[src/sv/spq_pkg.sv]
package spq_pkg;

    // Result status codes
    typedef enum logic [1:0] {
        ST_OK    = 2'd0,
        ST_EMPTY = 2'd1,
        ST_FULL  = 2'd2
    } t_status;

endpackage

[src/sv/spq_ram.sv]
module spq_ram #(
    parameter int WIDTH = 19,
    parameter int DEPTH = 16
) (
    input  logic                     i_clk,
    input  logic                     i_we,
    input  logic [$clog2(DEPTH)-1:0] i_waddr,
    input  logic [WIDTH-1:0]         i_wdata,
    input  logic [$clog2(DEPTH)-1:0] i_raddr,
    output logic [WIDTH-1:0]         o_rdata
);

    logic [WIDTH-1:0] r_mem [DEPTH];
    logic [WIDTH-1:0] r_rdata;

    // one write port, one registered read port
    always_ff @(posedge i_clk) begin
        if (i_we) begin
            r_mem[i_waddr] <= i_wdata;
        end
        r_rdata <= r_mem[i_raddr];
    end

    assign o_rdata = r_rdata;

endmodule

[src/sv/stable_priority_queue_core.sv]
// Channel  Direction  Handshake                   Payload
// input    in         i_in_valid / o_in_ready     i_action, i_value_in, i_priority_in
// output   out        o_out_valid / i_out_ready   o_status, o_value_out, o_priority_out
//
// Entries sit in a circular buffer in one RAM (registered read, one write port).
// An enqueue walks back from the tail; each entry visited takes a RAM read, then a
// compare and write. The walk stops on an entry of equal or higher priority; when
// all entries move, the new entry goes to the head slot. A dequeue reads the head
// entry from RAM, then takes its data. The sequencer returns to idle before the
// next request is taken.
// Reset clears occupancy, pointers, state and output valid; RAM contents are left as they are.
// One request is in work at a time; the result waits in the output register
// while the next request may already be accepted.
module stable_priority_queue_core #(
    parameter int CAPACITY      = 16,
    parameter int DATA_BITS     = 16,
    parameter int PRIORITY_BITS = 3
) (
    input  logic                     i_clk,
    input  logic                     i_rst_n,
    input  logic                     i_in_valid,
    output logic                     o_in_ready,
    input  logic                     i_action,
    input  logic [DATA_BITS-1:0]     i_value_in,
    input  logic [PRIORITY_BITS-1:0] i_priority_in,
    output logic                     o_out_valid,
    input  logic                     i_out_ready,
    output spq_pkg::t_status         o_status,
    output logic [DATA_BITS-1:0]     o_value_out,
    output logic [PRIORITY_BITS-1:0] o_priority_out
);

    import spq_pkg::*;

    localparam int AW = $clog2(CAPACITY);
    localparam int OW = $clog2(CAPACITY + 1);
    localparam int EW = DATA_BITS + PRIORITY_BITS;

    typedef enum logic [2:0] {
        S_IDLE,
        S_ERD,
        S_ECMP,
        S_EPUT,
        S_DRD,
        S_DDAT,
        S_DONE
    } t_state;

    t_state                   r_state;
    logic [OW-1:0]            r_occ;
    logic [AW-1:0]            r_head;
    logic [AW-1:0]            r_tail;
    logic [AW-1:0]            r_cursor;
    logic [OW-1:0]            r_left;
    logic [DATA_BITS-1:0]     r_val;
    logic [PRIORITY_BITS-1:0] r_pri;
    t_status                  r_res_status;
    logic [DATA_BITS-1:0]     r_res_val;
    logic [PRIORITY_BITS-1:0] r_res_pri;
    logic                     r_out_valid;
    t_status                  r_out_status;
    logic [DATA_BITS-1:0]     r_out_val;
    logic [PRIORITY_BITS-1:0] r_out_pri;

    logic                     ram_we;
    logic [AW-1:0]            ram_waddr;
    logic [EW-1:0]            ram_wdata;
    logic [AW-1:0]            ram_raddr;
    logic [EW-1:0]            ram_rdata;
    logic [PRIORITY_BITS-1:0] rd_pri;
    logic                     rd_ge;
    logic [EW-1:0]            new_entry;

    // circular pointer steps
    function automatic logic [AW-1:0] wrap_inc(input logic [AW-1:0] a);
        if (a == AW'(CAPACITY - 1)) begin
            return '0;
        end
        return a + 1'b1;
    endfunction

    function automatic logic [AW-1:0] wrap_dec(input logic [AW-1:0] a);
        if (a == '0) begin
            return AW'(CAPACITY - 1);
        end
        return a - 1'b1;
    endfunction

    spq_ram #(
        .WIDTH (EW),
        .DEPTH (CAPACITY)
    ) u_ram (
        .i_clk   (i_clk),
        .i_we    (ram_we),
        .i_waddr (ram_waddr),
        .i_wdata (ram_wdata),
        .i_raddr (ram_raddr),
        .o_rdata (ram_rdata)
    );

    // entry packing: priority above value
    assign new_entry = {r_pri, r_val};
    assign rd_pri    = ram_rdata[EW-1 -: PRIORITY_BITS];
    assign rd_ge     = (rd_pri >= r_pri);

    // RAM port control
    always_comb begin
        ram_we    = 1'b0;
        ram_waddr = r_cursor;
        ram_wdata = new_entry;
        ram_raddr = (r_state == S_DRD) ? r_head : r_cursor;
        case (r_state)
            S_ECMP: begin
                // stop: new entry after this one; else shift this one back
                ram_we    = 1'b1;
                ram_waddr = wrap_inc(r_cursor);
                ram_wdata = rd_ge ? new_entry : ram_rdata;
            end
            S_EPUT: begin
                ram_we = 1'b1;
            end
            default: begin
                ram_we = 1'b0;
            end
        endcase
    end

    // sequencer and registered outputs
    always_ff @(posedge i_clk) begin
        if (!i_rst_n) begin
            r_state     <= S_IDLE;
            r_occ       <= '0;
            r_head      <= '0;
            r_tail      <= '0;
            r_out_valid <= 1'b0;
        end else begin
            // output register: load from done, clear when taken
            if (r_state == S_DONE && (!r_out_valid || i_out_ready)) begin
                r_out_valid <= 1'b1;
            end else if (r_out_valid && i_out_ready) begin
                r_out_valid <= 1'b0;
            end
            case (r_state)
                S_IDLE: begin
                    if (i_in_valid) begin
                        r_val <= i_value_in;
                        r_pri <= i_priority_in;
                        if (!i_action) begin
                            r_res_val <= i_value_in;
                            r_res_pri <= i_priority_in;
                            if (r_occ == OW'(CAPACITY)) begin
                                r_res_status <= ST_FULL;
                                r_state      <= S_DONE;
                            end else if (r_occ == '0) begin
                                r_cursor <= r_tail;
                                r_state  <= S_EPUT;
                            end else begin
                                r_cursor <= wrap_dec(r_tail);
                                r_left   <= r_occ;
                                r_state  <= S_ERD;
                            end
                        end else begin
                            if (r_occ == '0) begin
                                r_res_status <= ST_EMPTY;
                                r_res_val    <= '0;
                                r_res_pri    <= '0;
                                r_state      <= S_DONE;
                            end else begin
                                r_state <= S_DRD;
                            end
                        end
                    end
                end
                S_ERD: begin
                    r_state <= S_ECMP;
                end
                S_ECMP: begin
                    if (rd_ge) begin
                        r_tail       <= wrap_inc(r_tail);
                        r_occ        <= r_occ + 1'b1;
                        r_res_status <= ST_OK;
                        r_state      <= S_DONE;
                    end else if (r_left == OW'(1)) begin
                        // walked past the front: new entry goes to the head slot
                        r_state <= S_EPUT;
                    end else begin
                        r_left   <= r_left - 1'b1;
                        r_cursor <= wrap_dec(r_cursor);
                        r_state  <= S_ERD;
                    end
                end
                S_EPUT: begin
                    r_tail       <= wrap_inc(r_tail);
                    r_occ        <= r_occ + 1'b1;
                    r_res_status <= ST_OK;
                    r_state      <= S_DONE;
                end
                S_DRD: begin
                    r_state <= S_DDAT;
                end
                S_DDAT: begin
                    r_res_val    <= ram_rdata[DATA_BITS-1:0];
                    r_res_pri    <= rd_pri;
                    r_res_status <= ST_OK;
                    r_head       <= wrap_inc(r_head);
                    r_occ        <= r_occ - 1'b1;
                    r_state      <= S_DONE;
                end
                S_DONE: begin
                    // hand over once the output register is free
                    if (!r_out_valid || i_out_ready) begin
                        r_out_status <= r_res_status;
                        r_out_val    <= r_res_val;
                        r_out_pri    <= r_res_pri;
                        r_state      <= S_IDLE;
                    end
                end
                default: begin
                    r_state <= S_IDLE;
                end
            endcase
        end
    end

    assign o_in_ready     = (r_state == S_IDLE);
    assign o_out_valid    = r_out_valid;
    assign o_status       = r_out_status;
    assign o_value_out    = r_out_val;
    assign o_priority_out = r_out_pri;

endmodule
[config.mk]
export PLATFORM = sky130hd
export DESIGN_NAME = stable_priority_queue_core
export DESIGN_NICKNAME = d
export VERILOG_FILES = /design/src/sv/spq_pkg.sv /design/src/sv/spq_ram.sv /design/src/sv/stable_priority_queue_core.sv
export SDC_FILE = /design/constraint.sdc
export NUM_CORES = 1
export LEC_CHECK = 0
export BUFFER_PORTS_ARGS = -buffer_cell sky130_fd_sc_hd__buf_4
export CAP_MARGIN = 15
export CORE_MARGIN = 5
export CORE_UTILIZATION = 60
export CTS_CLUSTER_DIAMETER = 30
export CTS_CLUSTER_SIZE = 14
export DETAILED_ROUTE_END_ITERATION = 12
export PLACE_DENSITY = 0.83
export SLEW_MARGIN = 40
export SYNTH_ARGS = -nofsm -noshare
export SYNTH_HDL_FRONTEND = slang
export SYNTH_SLANG_ARGS = --single-unit
[constraint.sdc]
create_clock -name i_clk -period 8.8 [get_ports i_clk]
set_clock_uncertainty 0.05 [all_clocks]
set_input_delay 1.32 -clock i_clk [delete_from_list [all_inputs] [get_ports i_clk]]
set_output_delay 1.32 -clock i_clk [all_outputs]
set_load 0.1 [all_outputs]
# Word-level counts from Yosys, hierarchy flattened

Memory sizes are Yosys's and may differ from the RTL's. A register that Yosys moved wholly into a read port is not among the register bits.
Index checks and enable logic that the tools add are counted.

Flip-flop bits (word level): 87
Memory bits (writable): 304
Output and inout port bits: 23
Word-level logic and storage cells: 155
Memories kept: 1

Memories:

| name        | words | bits a word | read ports | clocked after memory_dff | write ports | line          | source |
|---|---|---|---|---|---|---|---|
| u_ram.r_mem | 16    | 19          | 1          | 1                        | 1           | spq_ram.sv:13 | `logic [WIDTH-1:0] r_mem [DEPTH];` |

Add/sub/neg operators: 8
$lt $le $gt $ge: 1
Equality and inequality tests: 21
Mux-type cells: 84
Reduce and logical (&&, ||, !) cells: 25

Operators with widths:

| kind                  | number |
|---|---|
| $mux W4               | 20 |
| $mux W16              | 3 |
| $mux W19              | 2 |
| $mux W5               | 7 |
| $pmux W16 S2          | 1 |
| $mux W1               | 28 |
| $mux W3               | 8 |
| $pmux W3 S6           | 1 |
| $mux W2               | 8 |
| $pmux W4 S2           | 2 |
| $pmux W5 S3           | 1 |
| $ne A2 B2 Y1 const B  | 7 |
| $add A4 B1 Y4 const B | 3 |
| $eq A4 B4 Y1 const B  | 3 |
| $pmux W5 S2           | 1 |
| $sub A5 B1 Y5 const B | 2 |
| $eq A3 B3 Y1 const B  | 3 |
| $logic_not A4 Y1      | 2 |
| $reduce_and A8 Y1     | 1 |
| $reduce_bool A2 Y1    | 4 |
| $sub A4 B1 Y4 const B | 2 |
| $reduce_and A7 Y1     | 1 |
| $eq A3 B2 Y1 const B  | 2 |
| $pmux W2 S3           | 1 |
| 20 further kinds      | 26 |

# Longest topological paths before layout

Gate-level depths: netlist of run 1.

Depth in word-level cells: 14
Mapped depth: 10

# Modules after synthesis

A second synthesis of run 1 with hierarchy kept.

Cell total of the unflattened synthesis: 892
Area, all modules: 16,174.3 um2

Modules (own cells, without submodules):

| module                     | instances | cells each | area an instance (um2) |
|---|---|---|---|
| spq_ram                    | 1         | 507        | 11,845.1 |
| stable_priority_queue_core | 1         | 385        | 4,329.2 |

# Least setup slack after synthesis of run 1

No wires, ideal clock.

Path kind: register to register
Start: register r_state[0]
End: register r_res_pri[0] (enable)
Setup time: 0.401 ns
Data arrival time: 4.060 ns
Data required time: 8.349 ns
Path slack: 4.289 ns
Cell stages (with the launch flop): 5
Buffers on the path: 1
Cells stage by stage: dfxtp_1 clkbuf_1 nor3_1 nand3_1 a21oi_1

Cells in the longest elaborated chain, start to end: 3
Elaborated cells on any way between the ends: 6

RTL lines:

| item                                           | line                              | source |
|---|---|---|
| from (decl)                                    | stable_priority_queue_core.sv:49  | `t_state r_state;` |
| from (signal assigned)                         | stable_priority_queue_core.sv:131 | `r_state <= S_IDLE;` |
| from (signal assigned)                         | stable_priority_queue_core.sv:153 | `r_state <= S_DONE;` |
| from (signal assigned)                         | stable_priority_queue_core.sv:156 | `r_state <= S_EPUT;` |
| $logic_not A3 Y1 (*)                           | n/a                               |  |
| net o_in_ready                                 | stable_priority_queue_core.sv:22  | `output logic o_in_ready,` |
| $ne A3 B2 Y1 (no line) (tied with other cells) | n/a                               |  |
| $reduce_and A4 Y1 (no line) (*)                | n/a                               |  |
| to (signal assigned)                           | stable_priority_queue_core.sv:150 | `r_res_pri <= i_priority_in;` |
| to (signal assigned)                           | stable_priority_queue_core.sv:203 | `r_res_pri <= rd_pri;` |
| to (decl)                                      | stable_priority_queue_core.sv:59  | `logic [PRIORITY_BITS-1:0] r_res_pri;` |

The timed path passes the listed nets; every way through them passes the cells marked *.
A chain may end at the register's enable or synchronous reset.

# Worst setup path in the final report of run 1

Start: register r_state[1]
End: register u_ram.r_rdata[11], in the netlist u_ram.o_rdata[11] (read register of u_ram.r_mem)

Cells in the longest elaborated chain, start to end: 2

RTL lines:

| item         | line                              | source |
|---|---|---|
| $eq A3 B3 Y1 | stable_priority_queue_core.sv:111 | `ram_raddr = (r_state == S_DRD) ? r_head : r_cursor;` |
| $mux W4      | stable_priority_queue_core.sv:111 |  |
| to (decl)    | spq_ram.sv:14                     | `logic [WIDTH-1:0] r_rdata;` |

Every way passes these cells.

==> flow_metrics.py, run 1 <==
metrics = {
    "cells_and_area": {
        "drive_above_1_share_pct": 16.41,
        "layoutNonFillerInstCount": 1767,
        "areaGrowthSynthToFinish_pct": 15.56,
        "antennaDiodeCount": 0,
        "final_cell_area_sq_um": 19980,
        "fin_nets": 1374,
        "fill_cells": 1701,
    },
    "clock_network": {
        "cts_num_sinks": 410,
        "holdBufCountCts": 0,
        "cts_buffers": 58,
        "cts_root_buf": "clkbuf_16",
        "clk_path_buf_depth": 3,
        "cts.clk_slew.worst_paths_ns": 0.06,
        "cts_max_level": 2,
        "cts_tree": "done",
        "cts_setup_buffers": 0,
        "ctsResizeCount": 0,
        "clk_latency_ns": 0.58,
    },
    "die": {
        "ios": 47,
        "core_sq_um": 28550,
        "start_util_pct": 60.57,
        "die_height_um": 179.8,
        "dieArea_sq_um": 32310,
        "die_w_um": 179.8,
        "rows": 62,
    },
    "global_routing": {
        "grt.total_usage_pct": 26.39,
        "grt_overflow": 0,
        "grt_pass1_wl_um": 67810,
        "antenna_found_initial": 0,
        "grt_max_degree": 106,
        "grt_pass1_vias": 11756,
    },
    "sta": {
        "period_needed_ns": 4.132,
        "slew_viol_final": 0,
        "finalSetupViolCount": 0,
        "setup_tns_ns": 0,
        "hold_ws_ns": 0.3639,
        "worst_pin_slew_ns": 0.8310,
        "relSlewSlack_pct": 44.49,
        "rsz0062_at_grt": "false",
        "max_freq_ghz": 0.2420,
        "hold_violations": 0,
        "fin_crit_sh_pct": 46.95,
    },
    "setup_path": {
        "r2r_slack_ns": 4.67,
        "crit_start": "r_state[1]",
        "critPathMaxFanout": 60,
        "critical_path_arrival_ns": 4.59,
        "endpoint_kind": "register",
        "rr_worst_depth": 8,
        "crit_end": "u_ram.o_rdata[11]",
        "critPathKind": "register to register",
        "worstPathRequired_ns": 9.26,
        "critPathLaunchType": "register",
        "r2r_start": "r_state[1]",
        "timing.rr.end": "u_ram.o_rdata[11]",
    },
    "power_and_ir_drop": {
        "leakage_nw": 6.944,
        "p_per_area_nw_per_um2": 324.4,
        "ir_drop_mv": 0.2314,
    },
    "logic_synthesis": {
        "syn-num-nets": 1337,
        "yosysMostFrequentCell": "edfxtp_1",
        "yosys_warnings": 0,
        "synth_compound_area_share_pct": 14.78,
        "synthXorXnorAreaFrac_pct": 0.2533,
        "ys_ff_latch": 410,
        "avgSynthCellArea_sq_um": 13.33,
        "syn_area_sq_um": 17290,
        "yosys-mux-area-fraction_pct": 2.272,
        "netlist_top_cells_count": "edfxtp_1 (374), a211oi_1 (166), nand2_1 (135), inv_1 (96), clkbuf_1 (61)",
        "synthArstFlopShare_pct": 0,
        "netlist.area_leader.share_pct": 64.95,
        "synthCells": 1297,
        "synth_flop_cell": "edfxtp_1",
        "synth_area_leaders": "edfxtp_1 (65%), a211oi_1 (7.2%), dfxtp_1 (4.2%), nand2_1 (2.9%), inv_1 (2.1%)",
        "synthAdderAreaFrac_pct": 1.201,
        "synth_top_family_by_area": "compound AO/OA/AOI/OAI gates",
        "synth_area_leader_cell": "edfxtp_1",
        "synth_simple_gate_area_share_pct": 7.822,
        "seq_area_frac_synth_pct": 69.12,
        "ys_types": 58,
        "synth-edff-count": 374,
    },
    "drt": {
        "post_drt_wl_per_cell_um": 25.17,
        "viasPerCell": 6.849,
        "drt-initial-drc-count": 1989,
        "ant_nets": 0,
        "first_pass_iters": 6,
        "wl_um": 44480,
        "route.detailed.drc": 0,
        "num_vias": 12102,
    },
    "worst_hold_path": {
        "hold_path_class": "register to register",
        "hold_depth": 0,
    },
    "outcome": {
        "outcome": "finished, final reports clean",
    },
    "flow_run": {
        "max_cap_viol_count": 0,
    },
    "place": {
        "dp.cells": 1657,
        "place.gp.congestion": 0.8406,
        "io_buffers": 46,
        "dp_hpwl_um": 23150,
        "dpl-instance-area_sq_um": 18020,
    },
}
## worst max-delay path, cell delays in order (launching register included)
cell      delay, ns
dfxtp_1        0.73
or3b_4         0.50
buf_4          0.69
a21o_4         0.58
buf_4          0.37
buf_12         0.30
a211oi_1       0.14
a311oi_1       0.41
or4_1          0.19
## cells in the final DEF, fill, tap and decap left out, types with 5 or more instances in the layout
| master | Yosys | routed |
|---|---|---|
| a211oi_1 | 166 | 165 |
| a21o_1 | 7 | 5 |
| or4_1 | 13 | 13 |
| a21oi_1 | 29 | 27 |
| edfxtp_1 | 374 | 374 |
| nand3_1 | 27 | 27 |
| a221oi_1 | 33 | 33 |
| dfxtp_1 | 36 | 36 |
| and4_1 | 9 | 9 |
| nor2_1 | 42 | 26 |
| nand2b_1 | 6 | 6 |
| nor3_1 | 6 | 6 |
| ha_1 | 15 | 15 |
| nor2b_1 | 36 | 36 |
| o21ai_0 | 50 | 50 |
| nand2_1 | 135 | 134 |
| o211ai_1 | 5 | 5 |
| buf_4 | 2 | 70 |
| clkinv_4 | 0 | 6 |
| inv_1 | 96 | 96 |
| mux2i_1 | 15 | 15 |
| mux2_2 | 19 | 19 |
| clkbuf_16 | 0 | 58 |
| clkinv_2 | 0 | 7 |
| nor2_2 | 0 | 15 |
| inv_6 | 0 | 17 |
| clkinvlp_4 | 0 | 7 |
| a311oi_1 | 36 | 36 |
## per-layer routing
metal  share of wire (%)  wire (um)  up-vias  GRT usage (%)
li1                    -          -     5073              -
met5                   0          0        -              0
met1                  36      15930     5865          35.06
met4                 4.5       1992        0          9.601
met2                  47      20940      977          43.01
met3                  13       5619      187          6.306
## kinds of logic (layout without fill, tap and decap cells)
family,after synthesis,after routing
compound gates,352,352
fa+ha+maj,16,16
xor+xnor,5,5
mux,36,36
flops,410,410
simple gates,285,285
buf+inv,193,279
## state kept, by name (all words and copies together) (netlist names)
register        count
r_val              16
r_left              5
r_head              4
r_res_pri           3
o_value_out        16
u_ram.o_rdata      19
o_status            2
r_occ               5
r_tail              4
r_state             3
r_pri               3
o_out_valid         1
r_cursor            4
r_res_status        2
o_priority_out      3
r_res_val          16
u_ram.r_mem       304
## layout make-up
class	instances	area (sq um)	area share (%)
multi-input cells	694	4681	23.42
flip-flops and latches	410	11950	59.81
inverters	97	364.1	1.822
clock buffers	61	1463	7.320
well taps	384	480.5	2.404
clock inverters	48	475.5	2.379
repair buffers	73	568.0	2.843
## through the flow
step / total power [mW] / utilization, % / setup slack (ns)
after floorplan: 3.661 / - / 4.289
after global placement: 4.049 / 63.00 / 4.821
after detailed placement: 4.119 / 63.12 / 4.741
after CTS: 6.421 / 69.91 / 4.643
after global routing: 6.692 / 70.00 / 4.533
final: 6.482 / 70.00 / 4.668
## worst min-delay path by stage
stage,start,to,slack (ns)
after detailed placement,r_res_val[0],o_value_out[0],0.35
final,r_res_val[0],o_value_out[0],0.36
after CTS,r_res_val[0],o_value_out[0],0.37
after global placement,r_res_val[3],o_value_out[3],0.35
after global routing,r_res_val[3],o_value_out[3],0.38
after floorplan,r_res_pri[0],o_priority_out[0],0.35
## power breakdown
group | internal [mW] | total [mW] | switching [mW]
Sequential | 2.45 | 2.60 | 0.145
Combinational | 0.461 | 1.60 | 1.14
Clock | 1.36 | 2.29 | 0.928
Total | 4.27 | 6.48 | 2.21
Note: power is estimated with default switching activity, not from simulation.
==> run 2: changes to the inputs <==
- CORE_UTILIZATION: 60 -> 56
- PLACE_DENSITY: 0.83 -> 0.82
- clock period: 8.8 -> 3.35 ns (I/O delays scaled with it)
==> run 2 against run 1 <==
  * Register-to-register slack got worse by 4.4 ns
  * Non-clock buffer count increased by 23
  * Die area increased by 6.7%
  * Utilization decreased by 2.7 points
  * First-iteration DRC count increased by 0.50%
  * Wire length increased by 0.54%
  * Via count decreased by 0.72%
  * Critical endpoint is now u_ram.o_rdata[8]
  * Largest cell class unchanged
  * Highest routed layer unchanged
==> flow_metrics.py, run 2 (synthesis gave the netlist of run 1 again) <==
metrics = {
    "cells_and_area": {
        "final_cell_area_sq_um": 20540,
        "largest_reg_flops": 304,
        "fin_util_pct": 67.34,
        "largest-register": "u_ram.r_mem",
        "antennaDiodeCount": 0,
        "fin_nets": 1405,
        "layout_common_cells": "edfxtp_1 (374), a211oi_1 (165), nand2_1 (135)",
        "drive_above_1_share_pct": 18.21,
        "final_common_cell": "edfxtp_1",
        "areaGrowthSynthToFinish_pct": 18.81,
        "fill_cells": 1852,
    },
    "global_routing": {
        "grt_max_degree": 61,
        "grt_pass1_vias": 11922,
        "grt_overflow": 0,
        "antenna_found_initial": 0,
        "grt_pass1_wl_um": 68870,
        "grt.total_usage_pct": 25.74,
    },
    "clock_network": {
        "cts_num_sinks": 410,
        "cts_buffers": 66,
        "clk_latency_ns": 0.57,
        "cts_root_buf": "clkbuf_16",
        "cts_setup_buffers": 0,
        "cts_tree": "done",
        "cts.clk_slew.worst_paths_ns": 0.05,
        "holdBufCountCts": 0,
        "ctsResizeCount": 0,
        "clk_path_buf_depth": 3,
        "cts_max_level": 3,
    },
    "setup_path": {
        "critPathMaxStageDelay_ns": 0.68,
        "critPathMaxFanout": 28,
        "cpMaxStageDelayCell": "nor4bb_4",
        "endpoint_kind": "register",
        "rr_worst_depth": 7,
        "r2r_slack_ns": 0.23,
        "crit_chain": "buf_4 > nor4bb_4 > buf_4 > a211oi_1 > a211oi_1 > a311oi_1 > or4_1",
        "critical_path_arrival_ns": 3.50,
        "r2r_start": "r_state[0]",
        "timing.rr.end": "u_ram.o_rdata[8]",
        "worst-path-buf-inv": 2,
        "critPathKind": "register to register",
        "critPathLaunchType": "register",
        "worstPathRequired_ns": 3.73,
        "cp_top_family": "simple AND/OR/NAND/NOR gates",
    },
    "drt": {
        "route.detailed.drc": 0,
        "wl_um": 44720,
        "drt-initial-drc-count": 1999,
        "num_vias": 12015,
        "ant_nets": 0,
        "first_pass_iters": 6,
        "viasPerCell": 6.627,
        "post_drt_wl_per_cell_um": 24.67,
    },
    "die": {
        "rows": 64,
        "dieArea_sq_um": 34490,
        "start_util_pct": 56.68,
        "die_height_um": 185.7,
        "ios": 47,
        "core_sq_um": 30510,
        "die_w_um": 185.7,
    },
    "worst_hold_path": {
        "hold_start": "i_value_in[9]",
        "hold_path_class": "input pin to register",
        "hold_depth": 1,
        "min_to": "r_val[9]",
    },
    "sta": {
        "setup_tns_ns": 0,
        "max_freq_ghz": 0.3204,
        "rsz0062_at_grt": "false",
        "worst_pin_slew_ns": 0.7268,
        "slew_viol_final": 0,
        "period_needed_ns": 3.121,
        "finalSetupViolCount": 0,
        "relSlewSlack_pct": 51.54,
        "hold_ws_ns": 0.08143,
        "fin_crit_sh_pct": 93.17,
        "hold_violations": 0,
    },
    "place": {
        "dpl-instance-area_sq_um": 18270,
        "io_buffers": 46,
        "place.gp.congestion": 0.8712,
        "dp_hpwl_um": 26130,
    },
    "power_and_ir_drop": {
        "ir_drop_mv": 0.4346,
        "leakage_nw": 7.229,
        "p_per_area_nw_per_um2": 882.4,
        "p_total_mw": 18.13,
    },
    "outcome": {
        "outcome": "finished, final reports clean",
    },
    "flow_run": {
        "max_cap_viol_count": 0,
    },
}
## run 2: cell types whose count changed in the layout (fill, tap and decap cells not counted), sizes merged
cell,before,now
inv,116,112
bufinv,4,6
clkbuf,61,73
clkinv,18,19
buf,73,96
## run 2: cell type report
class                      count  area, sq um  share of cell area, %
clock buffer                  73         1739                  8.465
sequential                   410        11950                  58.17
tap                          396        495.5                  2.412
inverter                      97        364.1                  1.772
clock inverter                47        531.8                  2.588
multi-input combinational    694         4679                  22.78
timing repair buffer          96        783.3                  3.812
## run 2: how the worst max path moves through the flow
stage / from / end / slack (ns) / depth (start not counted)
2_1_floorplan: r_cursor[0] / u_ram.r_mem[0][0] / -0.02 / 9
3_3_place_gp: r_state[2] / u_ram.o_rdata[10] / 0.49 / 6
3_5_place_dp: r_state[0] / u_ram.o_rdata[15] / 0.40 / 7
4_1_cts: r_state[0] / u_ram.o_rdata[8] / 0.32 / 7
5_1_grt: r_state[0] / u_ram.o_rdata[15] / 0.18 / 7
6_report: r_state[0] / u_ram.o_rdata[8] / 0.23 / 7
## run 2: per-stage QoR
stage | setup slack (ns) | instances
after floorplan | -0.01541 | 1297
after global placement | 0.4937 | 1693
after CTS | 0.3238 | 1813
after global routing | 0.1768 | 1813
final | 0.2288 | 1813
after detailed placement | 0.3962 | 1693
## run 2: power by group
part	internal, mW	total (mW)	switching [mW]
logic	1.35	4.52	3.16
clock network	4.31	6.87	2.56
registers	6.45	6.74	0.293
total	12.1	18.1	6.02
## run 2: per-layer routing
layer  up-vias  wire length (um)  track usage (%)  share of wire [%]
li1       5154                 -                -                  -
met1      5817             16760            35.41                 37
met2       935             21480            40.95                 48
met3       109              5437            6.058                 12
met4         0              1047            8.715                2.3
met5         -                 0                0                  0
